**src/cea_pkg.sv**
```systemverilog
`timescale 1ns / 1ps
`default_nettype none
// ----------------------------------------------------------------------------
// cea_pkg: shared types and constants
// Register map, button status codes and field widths for the click encoder.
// ----------------------------------------------------------------------------
package cea_pkg;

  localparam int unsigned STEP_W    = 9;
  localparam int unsigned CFG_IDX_W = 3;
  localparam int unsigned CFG_W     = 16;

  // Register reset values
  localparam logic [14:0] ACCEL_TOP_RST       = 15'd3072;
  localparam logic [9:0]  ACCEL_INC_RST       = 10'd25;
  localparam logic [9:0]  ACCEL_DECAY_RST     = 10'd2;
  localparam logic [7:0]  BUTTON_INTERVAL_RST = 8'd10;
  localparam logic [7:0]  DOUBLE_CHECKS_RST   = 8'd60;
  localparam logic [15:0] HOLD_CHECKS_RST     = 16'd120;

  typedef enum logic [CFG_IDX_W-1:0] {
    CFG_ACCEL_TOP       = 3'd0,
    CFG_ACCEL_INC       = 3'd1,
    CFG_ACCEL_DECAY     = 3'd2,
    CFG_BUTTON_INTERVAL = 3'd3,
    CFG_DOUBLE_CHECKS   = 3'd4,
    CFG_HOLD_CHECKS     = 3'd5
  } cfg_idx_e;

  typedef enum logic [2:0] {
    ST_OPEN     = 3'd0,
    ST_CLICKED  = 3'd1,
    ST_DOUBLE   = 3'd2,
    ST_HELD     = 3'd3,
    ST_RELEASED = 3'd4
  } status_e;

  typedef struct packed {
    logic [14:0] accel_top;
    logic [9:0]  accel_inc;
    logic [9:0]  accel_decay;
    logic [7:0]  button_interval;
    logic [7:0]  double_checks;
    logic [15:0] hold_checks;
  } cfg_t;

endpackage
`default_nettype wire

```
**src/click_encoder_with_acceleration.sv**
```systemverilog
`timescale 1ns / 1ps
`default_nettype none
// ----------------------------------------------------------------------------
// click_encoder_with_acceleration: rotary encoder and button decoder
// Top level: config registers, input register, result register.
// ----------------------------------------------------------------------------
// Usage:
//   Each slave-side transaction is one sample tick carrying encoder phases,
//   the button level and the two read strobes. Every tick yields exactly one
//   master-side transaction with the step value and button status.
//   A tick is registered in the input register, processed and its result
//   registered in the result register once the output is free; m_axis_tvalid is then high.
//   Throughput: one tick per cycle unless the receiver stalls, limited by the single
//   pass from the input register through the decode logic into the result register.
//   When the receiver stalls, the result holds and one more tick waits in the
//   input register; s_axis_tready drops only once both are full.
//   Reset clears all control state and loads default register values; the first tick
//   after reset only captures the encoder phase. The config port writes a
//   register at any edge with cfg_we_i high and is meant for idle periods.
// ----------------------------------------------------------------------------
module click_encoder_with_acceleration (
  input  wire                             clk_i,
  input  wire                             rst_ni,
  // config port
  input  wire                             cfg_we_i,
  input  wire [cea_pkg::CFG_IDX_W-1:0]    cfg_idx_i,
  input  wire [cea_pkg::CFG_W-1:0]        cfg_data_i,
  // tick stream
  input  wire                             s_axis_tvalid,
  output logic                            s_axis_tready,
  // pin_a_low, pin_b_low, button_low, read_value, read_button, 3'b0
  input  wire [7:0]                       s_axis_tdata,
  // result stream
  output logic                            m_axis_tvalid,
  input  wire                             m_axis_tready,
  // step_value[8:0], button_status[11:9], 4'b0
  output logic [15:0]                     m_axis_tdata
);

  cea_pkg::cfg_t cfg_q;
  logic          in_valid_q;
  logic [4:0]    in_data_q;
  logic          out_valid_q;
  logic [11:0]   out_data_q;
  logic          advance;
  logic          primed;
  logic signed [cea_pkg::STEP_W-1:0] step;
  cea_pkg::status_e status;

  // configuration registers
  always_ff @(posedge clk_i or negedge rst_ni) begin
    if (!rst_ni) begin
      cfg_q.accel_top       <= cea_pkg::ACCEL_TOP_RST;
      cfg_q.accel_inc       <= cea_pkg::ACCEL_INC_RST;
      cfg_q.accel_decay     <= cea_pkg::ACCEL_DECAY_RST;
      cfg_q.button_interval <= cea_pkg::BUTTON_INTERVAL_RST;
      cfg_q.double_checks   <= cea_pkg::DOUBLE_CHECKS_RST;
      cfg_q.hold_checks     <= cea_pkg::HOLD_CHECKS_RST;
    end else if (cfg_we_i) begin
      unique case (cfg_idx_i)
        cea_pkg::CFG_ACCEL_TOP:       cfg_q.accel_top       <= cfg_data_i[14:0];
        cea_pkg::CFG_ACCEL_INC:       cfg_q.accel_inc       <= cfg_data_i[9:0];
        cea_pkg::CFG_ACCEL_DECAY:     cfg_q.accel_decay     <= cfg_data_i[9:0];
        cea_pkg::CFG_BUTTON_INTERVAL: cfg_q.button_interval <= cfg_data_i[7:0];
        cea_pkg::CFG_DOUBLE_CHECKS:   cfg_q.double_checks   <= cfg_data_i[7:0];
        cea_pkg::CFG_HOLD_CHECKS:     cfg_q.hold_checks     <= cfg_data_i;
        default: ;
      endcase
    end
  end

  assign advance       = in_valid_q && (!out_valid_q || m_axis_tready);
  assign s_axis_tready = !in_valid_q || advance;

  always_ff @(posedge clk_i or negedge rst_ni) begin
    if (!rst_ni) begin
      in_valid_q <= 1'b0;
    end else if (s_axis_tready) begin
      in_valid_q <= s_axis_tvalid;
    end
  end

  always_ff @(posedge clk_i) begin
    if (s_axis_tready && s_axis_tvalid) begin
      in_data_q <= s_axis_tdata[4:0];
    end
  end

  cea_motion u_motion (
    .clk_i    (clk_i),
    .rst_ni   (rst_ni),
    .en_i     (advance),
    .pin_a_i  (in_data_q[0]),
    .pin_b_i  (in_data_q[1]),
    .read_i   (in_data_q[3]),
    .cfg_i    (cfg_q),
    .primed_o (primed),
    .step_o   (step)
  );

  cea_button u_button (
    .clk_i    (clk_i),
    .rst_ni   (rst_ni),
    .en_i     (advance),
    .primed_i (primed),
    .button_i (in_data_q[2]),
    .read_i   (in_data_q[4]),
    .cfg_i    (cfg_q),
    .status_o (status)
  );

  always_ff @(posedge clk_i or negedge rst_ni) begin
    if (!rst_ni) begin
      out_valid_q <= 1'b0;
    end else if (advance) begin
      out_valid_q <= 1'b1;
    end else if (m_axis_tready) begin
      out_valid_q <= 1'b0;
    end
  end

  always_ff @(posedge clk_i) begin
    if (advance) begin
      out_data_q <= {status, step};
    end
  end

  assign m_axis_tvalid = out_valid_q;
  assign m_axis_tdata  = {4'd0, out_data_q};

  a_empty_ready: assert property (@(posedge clk_i) disable iff (!rst_ni)
    !in_valid_q |-> s_axis_tready) else $error("input register empty but not ready");

  a_result_from_tick: assert property (@(posedge clk_i) disable iff (!rst_ni)
    $rose(out_valid_q) |-> $past(advance)) else $error("result without a tick");

endmodule
`default_nettype wire

```
**src/cea_motion.sv**
```systemverilog
`timescale 1ns / 1ps
`default_nettype none
// ----------------------------------------------------------------------------
// cea_motion: quadrature decode and acceleration
// Tracks phase, movement count and decaying acceleration; forms the step.
// ----------------------------------------------------------------------------
module cea_motion (
  input  wire                              clk_i,
  input  wire                              rst_ni,
  input  wire                              en_i,
  input  wire                              pin_a_i,
  input  wire                              pin_b_i,
  input  wire                              read_i,
  input  wire cea_pkg::cfg_t               cfg_i,
  output logic                             primed_o,
  output logic signed [cea_pkg::STEP_W-1:0] step_o
);

  logic [1:0]  phase_q, phase_d, now_phase, diff;
  logic        primed_q;
  logic [15:0] delta_q, delta_d, delta_t;
  logic [15:0] acc_q, acc_d, acc_dec;
  logic [16:0] acc_sum;
  logic [8:0]  mag;

  // phase code: A gives 3, B toggles bit 0
  assign now_phase = {pin_a_i, pin_a_i ^ pin_b_i};
  assign diff      = phase_q - now_phase;
  assign acc_dec   = (acc_q < {6'd0, cfg_i.accel_decay}) ? 16'd0
                   : acc_q - {6'd0, cfg_i.accel_decay};
  assign acc_sum   = {1'b0, acc_dec} + {7'd0, cfg_i.accel_inc};

  always_comb begin
    phase_d = phase_q;
    delta_t = delta_q;
    acc_d   = acc_q;
    if (!primed_q) begin
      phase_d = now_phase;
    end else begin
      acc_d = acc_dec;
      if (diff[0]) begin
        phase_d = now_phase;
        delta_t = diff[1] ? delta_q + 16'd1 : delta_q - 16'd1;
        if (acc_sum <= {2'd0, cfg_i.accel_top}) begin
          acc_d = acc_sum[15:0];
        end
      end
    end
    delta_d = read_i ? {15'd0, delta_t[0]} : delta_t;
  end

  assign mag = {1'b0, acc_d[15:8]} + 9'd1;

  always_comb begin
    step_o = '0;
    if (read_i) begin
      if (delta_t[15]) begin
        step_o = -mag;
      end else if (delta_t[15:1] != 15'd0) begin
        step_o = mag;
      end
    end
  end

  assign primed_o = primed_q;

  always_ff @(posedge clk_i or negedge rst_ni) begin
    if (!rst_ni) begin
      primed_q <= 1'b0;
      phase_q  <= '0;
      delta_q  <= '0;
      acc_q    <= '0;
    end else if (en_i) begin
      primed_q <= 1'b1;
      phase_q  <= phase_d;
      delta_q  <= delta_d;
      acc_q    <= acc_d;
    end
  end

  // growth is bounded by a 15-bit ceiling
  a_acc_bound: assert property (@(posedge clk_i) disable iff (!rst_ni)
    acc_q[15] == 1'b0) else $error("acceleration exceeded 15 bits");

  a_unprimed_idle: assert property (@(posedge clk_i) disable iff (!rst_ni)
    !primed_q |-> (delta_q == 16'd0 && acc_q == 16'd0))
    else $error("movement before first tick");

endmodule
`default_nettype wire

```
**src/cea_button.sv**
```systemverilog
`timescale 1ns / 1ps
`default_nettype none
// ----------------------------------------------------------------------------
// cea_button: button classifier
// Periodic checks for click, double click, hold and release; status read.
// ----------------------------------------------------------------------------
module cea_button (
  input  wire                    clk_i,
  input  wire                    rst_ni,
  input  wire                    en_i,
  input  wire                    primed_i,
  input  wire                    button_i,
  input  wire                    read_i,
  input  wire cea_pkg::cfg_t     cfg_i,
  output cea_pkg::status_e       status_o
);

  cea_pkg::status_e status_q, status_d, st_v;
  logic [15:0] pressed_q, pressed_d, pc_inc;
  logic [7:0]  window_q, window_d, cw_v;
  logic [7:0]  interval_q, interval_d, ic_inc;
  logic        check;

  assign ic_inc = interval_q + 8'd1;
  assign check  = primed_i && (ic_inc >= cfg_i.button_interval);
  assign pc_inc = (pressed_q == 16'hFFFF) ? pressed_q : pressed_q + 16'd1;

  always_comb begin
    st_v       = status_q;
    cw_v       = window_q;
    pressed_d  = pressed_q;
    interval_d = primed_i ? ic_inc : interval_q;
    if (check) begin
      interval_d = '0;
      if (button_i) begin
        pressed_d = pc_inc;
        if (pc_inc > cfg_i.hold_checks) begin
          st_v = cea_pkg::ST_HELD;
        end
      end else begin
        if (pressed_q != 16'd0) begin
          if (status_q == cea_pkg::ST_HELD) begin
            st_v = cea_pkg::ST_RELEASED;
            cw_v = '0;
          end else if (window_q > 8'd1) begin
            if (window_q < cfg_i.double_checks) begin
              st_v = cea_pkg::ST_DOUBLE;
              cw_v = '0;
            end
          end else begin
            cw_v = cfg_i.double_checks;
          end
        end
        pressed_d = '0;
      end
      // countdown by two, saturating; expiry means a single click
      if (cw_v != 8'd0) begin
        cw_v = (cw_v >= 8'd2) ? cw_v - 8'd2 : 8'd0;
        if (cw_v == 8'd0) begin
          st_v = cea_pkg::ST_CLICKED;
        end
      end
    end
    window_d = cw_v;
    status_d = st_v;
    status_o = cea_pkg::ST_OPEN;
    if (read_i) begin
      status_o = st_v;
      if (st_v != cea_pkg::ST_HELD) begin
        status_d = cea_pkg::ST_OPEN;
      end
    end
  end

  always_ff @(posedge clk_i or negedge rst_ni) begin
    if (!rst_ni) begin
      status_q   <= cea_pkg::ST_OPEN;
      pressed_q  <= '0;
      window_q   <= '0;
      interval_q <= '0;
    end else if (en_i) begin
      status_q   <= status_d;
      pressed_q  <= pressed_d;
      window_q   <= window_d;
      interval_q <= interval_d;
    end
  end

  // held is only entered while pressed and left on the release check
  a_held_pressed: assert property (@(posedge clk_i) disable iff (!rst_ni)
    status_q == cea_pkg::ST_HELD |-> pressed_q != 16'd0)
    else $error("held status without pressed count");

  a_no_check_unprimed: assert property (@(posedge clk_i) disable iff (!rst_ni)
    !primed_i |-> (interval_q == 8'd0 && pressed_q == 16'd0))
    else $error("button check before first tick");

endmodule
`default_nettype wire

```
**config.mk**
```make
export PLATFORM = sky130hd
export DESIGN_NAME = click_encoder_with_acceleration
export DESIGN_NICKNAME = d
export VERILOG_FILES = /design/src/cea_pkg.sv /design/src/click_encoder_with_acceleration.sv /design/src/cea_motion.sv /design/src/cea_button.sv
export SDC_FILE = /design/constraint.sdc
export NUM_CORES = 1
export LEC_CHECK = 0
export ABC_AREA = 1
export CORE_AREA = 3 3 198 200
export DETAILED_ROUTE_END_ITERATION = 10
export DIE_AREA = 0 0 201 203
export DONT_BUFFER_PORTS = 1
export GPL_TIMING_DRIVEN = 0
export PLACE_DENSITY_LB_ADDON = 0.08
export SYNTH_ARGS = -nofsm -noshare
export SYNTH_HDL_FRONTEND = slang
export SYNTH_SLANG_ARGS = --single-unit
```
**constraint.sdc**
```tcl
create_clock -name clk_i -period 10.4 [get_ports clk_i]
set_clock_uncertainty 0.15 [all_clocks]
set_input_delay 2.08 -clock clk_i [delete_from_list [all_inputs] [get_ports clk_i]]
set_output_delay 2.08 -clock clk_i [all_outputs]
set_load 0.005 [all_outputs]
```
==> metrics.log <==
INFO  metric outcome = finished, final reports clean
INFO  metric port-buffer-count = 0
INFO  metric die_h = approximately 200 µm
INFO  metric combined_area_of_the_multi_input_logic_cells = slightly above 6000 µm²
INFO  metric drv_cap = 0
INFO  metric grt_first_pass_wirelength = 53.3 mm
INFO  metric fp.dieArea = a little over 40000 µm²
INFO  metric syn_avg_cell_area = 7.25 µm²
INFO  metric dieWidth = around 200 µm
INFO  metric dpl.hpwl = about 25 mm
INFO  metric max_clock_freq = ~0.13 GHz
INFO  metric critPathMaxFanout = 10
INFO  metric worstRegToRegCells = 48
INFO  metric initial_utilization = between 20% and 30%
INFO  metric placement_rows = between 70 and 80
INFO  metric cts_tree = built
INFO  metric dr.first_iter.drc_count = roughly 470
INFO  metric synth-warning-count = 0
INFO  metric whs_endpoint = cfg_q[29]
INFO  metric critical_path_startpoint_category = register
INFO  metric arrival_time_of_the_worst_setup_path = 7.80 ns
INFO  metric cts_max_level = 4
INFO  metric report.final.setup_viol = 0
INFO  metric synth-main-ff-cell = sky130_fd_sc_hd__dfrtp_1
INFO  metric synth-edff-count = 17
INFO  metric global_route.usage.total = between 15 and 20%
INFO  metric synth_cell_types = between 50 and 60
INFO  metric cts_buffers = 17
INFO  metric cp_slowest_cell = sky130_fd_sc_hd__fa_1
INFO  metric report.final.hold_viol_count = 0
INFO  metric synth.yosys.seq_area_share = between 30 and 40%
INFO  metric wl_per_cell = around 15 µm
INFO  metric synth_cells = around 1.5k
INFO  metric cts.path.max_buffers = 2
INFO  metric worstPathRequired = approximately 10 ns
INFO  metric critical_path_class = reg2reg
INFO  metric regToRegSetupSlack = around 2.7 ns
INFO  metric layout.cell_area.non_filler = 12400 µm²
INFO  metric drive_above_1_share = under 10%
INFO  metric cts.sink_count = 156
INFO  metric final_nets = between 1.5k and 2k
INFO  metric cts_setup_buffers = 0
INFO  metric tightestPinTransition = between 1 and 1.5 ns
INFO  metric route.antenna.remaining_nets = 0
INFO  metric cts.repair.resized = 0
INFO  metric worstSetupEndpointType = register
INFO  metric holdBufCountCts = 0
INFO  metric gpl.final_weighted_congestion = ~0.82
INFO  metric whs_path_depth = 2
INFO  metric maximum_number_of_pins_on_one_net_before_global_route_repair = 140
INFO  metric number_of_storage_elements_in_the_synthesis_netlist = between 150 and 200
INFO  metric netlist.area_leader.share = 27.5%
INFO  metric finalSetupTns = 0 ns
INFO  metric post-route-drc-count = 0
INFO  metric via_per_inst = 4.65
INFO  metric crit_path_frequent_cell = sky130_fd_sc_hd__nand2_1
INFO  metric slew_viol_final = 0
INFO  metric via_count = 9717
INFO  metric sequential_cell_area = between 4000 and 5000 µm²
INFO  metric rr_startpoint = cfg_q[32]
INFO  metric clock_latency = 0.45 ns
INFO  metric grt_antenna_before_repair = 0
INFO  metric timing.critical_path.max_delay_family = simple AND/OR/NAND/NOR gates
INFO  metric route.final.wire_length = 32.3 mm
INFO  metric timing.slew.headroom = 19.2%
INFO  metric fill_cells = 4089
INFO  metric rsz_0062_raised_after_global_routing = false
INFO  metric clock_period_minus_final_worst_setup_slack = about 7.7 ns
INFO  metric layout_worst_path_cycle_share = approximately 74%
INFO  metric worst_hold_startpoint = cfg_q[29]
INFO  metric layout-area-overhead-vs-synth = 10.8%
INFO  metric antenna-diode-count = 0
INFO  metric design.portCount = 50
INFO  metric crit-reg2reg-capture = out_data_q[8]
INFO  metric placed_cell_area = 11800 µm²
INFO  metric netlist_top_cells_area = sky130_fd_sc_hd__dfrtp_1 (28%), sky130_fd_sc_hd__nand2_1 (13%), sky130_fd_sc_hd__ha_1 (9.6%)
INFO  metric root_buffer = sky130_fd_sc_hd__clkbuf_16
INFO  metric drt_pass1_iterations = 5
INFO  metric synthArstFlopShare = between 80% and 90%
INFO  metric clk_pin_slew_worst_paths = roughly 0.070 ns
INFO  metric timing.hold.worst.class = reg2reg
INFO  metric critPathMaxStageDelay = 0.40 ns
INFO  metric post-synth-top-area-cell = sky130_fd_sc_hd__dfrtp_1
INFO  metric grt_overflow_total = 0
INFO  metric synthesis.area = roughly 11000 µm²
INFO  metric critical_path_buf_inv_count = 9
INFO  metric vias_in_the_first_global_route = just under 10k
INFO  metric design.core.area = 37600 µm²
==> placed cells by master, fill, tap and decap left out, types with 5 or more instances in the layout <==
cell type,instances
sky130_fd_sc_hd__ha_1,86
sky130_fd_sc_hd__a21oi_1,63
sky130_fd_sc_hd__nor4_1,8
sky130_fd_sc_hd__dfrtp_1,123
sky130_fd_sc_hd__a31oi_1,5
sky130_fd_sc_hd__edfxtp_1,17
sky130_fd_sc_hd__nand4_1,14
sky130_fd_sc_hd__nand2_2,18
sky130_fd_sc_hd__dfstp_2,16
sky130_fd_sc_hd__xnor2_1,12
sky130_fd_sc_hd__nor3_1,25
sky130_fd_sc_hd__nand3_2,8
sky130_fd_sc_hd__o22ai_1,23
sky130_fd_sc_hd__o21ai_0,150
sky130_fd_sc_hd__clkbuf_1,28
sky130_fd_sc_hd__inv_2,7
sky130_fd_sc_hd__nand2_1,373
sky130_fd_sc_hd__nor2_1,108
sky130_fd_sc_hd__nand3_1,99
sky130_fd_sc_hd__xor2_1,33
sky130_fd_sc_hd__o21a_1,5
sky130_fd_sc_hd__clkbuf_16,18
sky130_fd_sc_hd__inv_1,256
==> stage by stage <==
step	util [%]	instances	worst slack, ns	hold slack [ns]
after global routing	33.0	2088	1.75	0.361
final	33.0	2088	2.65	0.336
after CTS	33.0	2088	2.55	0.342
after detailed placement	31.5	2056	2.56	0.325
after floorplan	-	1545	4.06	0.303
after global placement	31.5	2056	2.61	0.320
==> layout make-up <==
type / instances / share of cell area (%)
Multi-Input combinational cell: 1089 / 48.8
Clock inverter: 9 / 0.505
Clock buffer: 23 / 3.95
Sequential cell: 156 / 32.3
Buffer: 36 / 1.30
Tap cell: 511 / 5.16
Inverter: 264 / 7.99
==> cells by family (layout without fill, tap and decap cells) <==
logic type / Yosys count / after routing / share of synthesized area (%)
AOI/OAI and AO/OA: 277 / 277 / 13.6
muxes: 1 / 1 / 0.101
and+or+nand+nor: 672 / 672 / 26.3
xor gates and xnor gates: 46 / 46 / 3.60
DFF: 156 / 156 / 35.8
adders and majority gates: 89 / 89 / 10.2
other: 1 / 4 / 0.0335
buffers and inverters: 300 / 332 / 10.3
==> registers in the layout, indices dropped and copies added (netlist names) <==
| name | flops |
|---|---|
| cfg_q | 67 |
| in_data_q | 5 |
| in_valid_q | 1 |
| m_axis_tvalid | 1 |
| out_data_q | 12 |
| u_button.interval_q | 8 |
| u_button.pressed_q | 16 |
| u_button.status_q | 3 |
| u_button.window_q | 8 |
| u_motion.acc_q | 16 |
| u_motion.delta_q | 16 |
| u_motion.phase_q | 2 |
| u_motion.primed_o | 1 |
==> cell usage after synthesis (2+ instances only) <==
cell type	instances
sky130_fd_sc_hd__nand2_1	373
sky130_fd_sc_hd__inv_1	256
sky130_fd_sc_hd__o21ai_0	150
sky130_fd_sc_hd__dfrtp_1	123
sky130_fd_sc_hd__nor2_1	108
sky130_fd_sc_hd__nand3_1	99
sky130_fd_sc_hd__ha_1	86
sky130_fd_sc_hd__a21oi_1	63
sky130_fd_sc_hd__xor2_1	34
sky130_fd_sc_hd__clkbuf_1	25
sky130_fd_sc_hd__nor3_1	25
sky130_fd_sc_hd__o22ai_1	23
sky130_fd_sc_hd__nand2_2	18
sky130_fd_sc_hd__edfxtp_1	17
sky130_fd_sc_hd__dfstp_2	16
sky130_fd_sc_hd__nand4_1	14
sky130_fd_sc_hd__xnor2_1	12
sky130_fd_sc_hd__nand3_2	8
sky130_fd_sc_hd__nor4_1	8
sky130_fd_sc_hd__inv_2	7
sky130_fd_sc_hd__a31oi_1	5
sky130_fd_sc_hd__o21a_1	5
sky130_fd_sc_hd__a211oi_1	4
sky130_fd_sc_hd__a22oi_1	4
sky130_fd_sc_hd__buf_4	4
sky130_fd_sc_hd__nand2_4	4
sky130_fd_sc_hd__nor2_2	4
sky130_fd_sc_hd__nor2_4	4
sky130_fd_sc_hd__buf_1	3
sky130_fd_sc_hd__buf_2	3
sky130_fd_sc_hd__fa_1	3
sky130_fd_sc_hd__o21bai_1	3
sky130_fd_sc_hd__a21boi_0	2
sky130_fd_sc_hd__a21boi_1	2
sky130_fd_sc_hd__a21o_1	2
sky130_fd_sc_hd__a311oi_1	2
sky130_fd_sc_hd__o2111ai_1	2
sky130_fd_sc_hd__o211ai_1	2
sky130_fd_sc_hd__o21ai_1	2
sky130_fd_sc_hd__o21ai_2	2
sky130_fd_sc_hd__or2_2	2
==> worst max-delay path by stage <==
| stage | start | end | slack [ns] | depth (start not counted) |
|---|---|---|---|---|
| final | cfg_q[32] | out_data_q[8] | 2.65 | 48 |
| after global routing | cfg_q[32] | out_data_q[8] | 1.75 | 48 |
| after CTS | cfg_q[32] | out_data_q[8] | 2.55 | 48 |
| after detailed placement | cfg_q[32] | out_data_q[8] | 2.56 | 48 |
| after global placement | cfg_q[32] | out_data_q[8] | 2.61 | 48 |
| after floorplan | cfg_q[32] | out_data_q[7] | 4.06 | 48 |
==> per-layer routing <==
| layer | GRT usage, % | part of all wire, % |
|---|---|---|
| met1 | 22.1 | 50 |
| met2 | 27.8 | 47 |
| met3 | 2.28 | 1.6 |
| met4 | 3.94 | 1.3 |
| met5 | 0 | 0 |
==> worst reg2reg max path, delay by kind of cell (launching register included) <==
kind | cells | cell delay [ns]
AND/OR/NAND/NOR | 28 | 3.19
flip-flops | 1 | 0.39
AO/OA/AOI/OAI | 5 | 1.02
buffers and inverters | 9 | 0.91
adder cells (fa/ha/maj) | 6 | 1.86
Power is not shown: default switching activity piles up to over one toggle a cycle in this logic, so the estimate is an artifact.
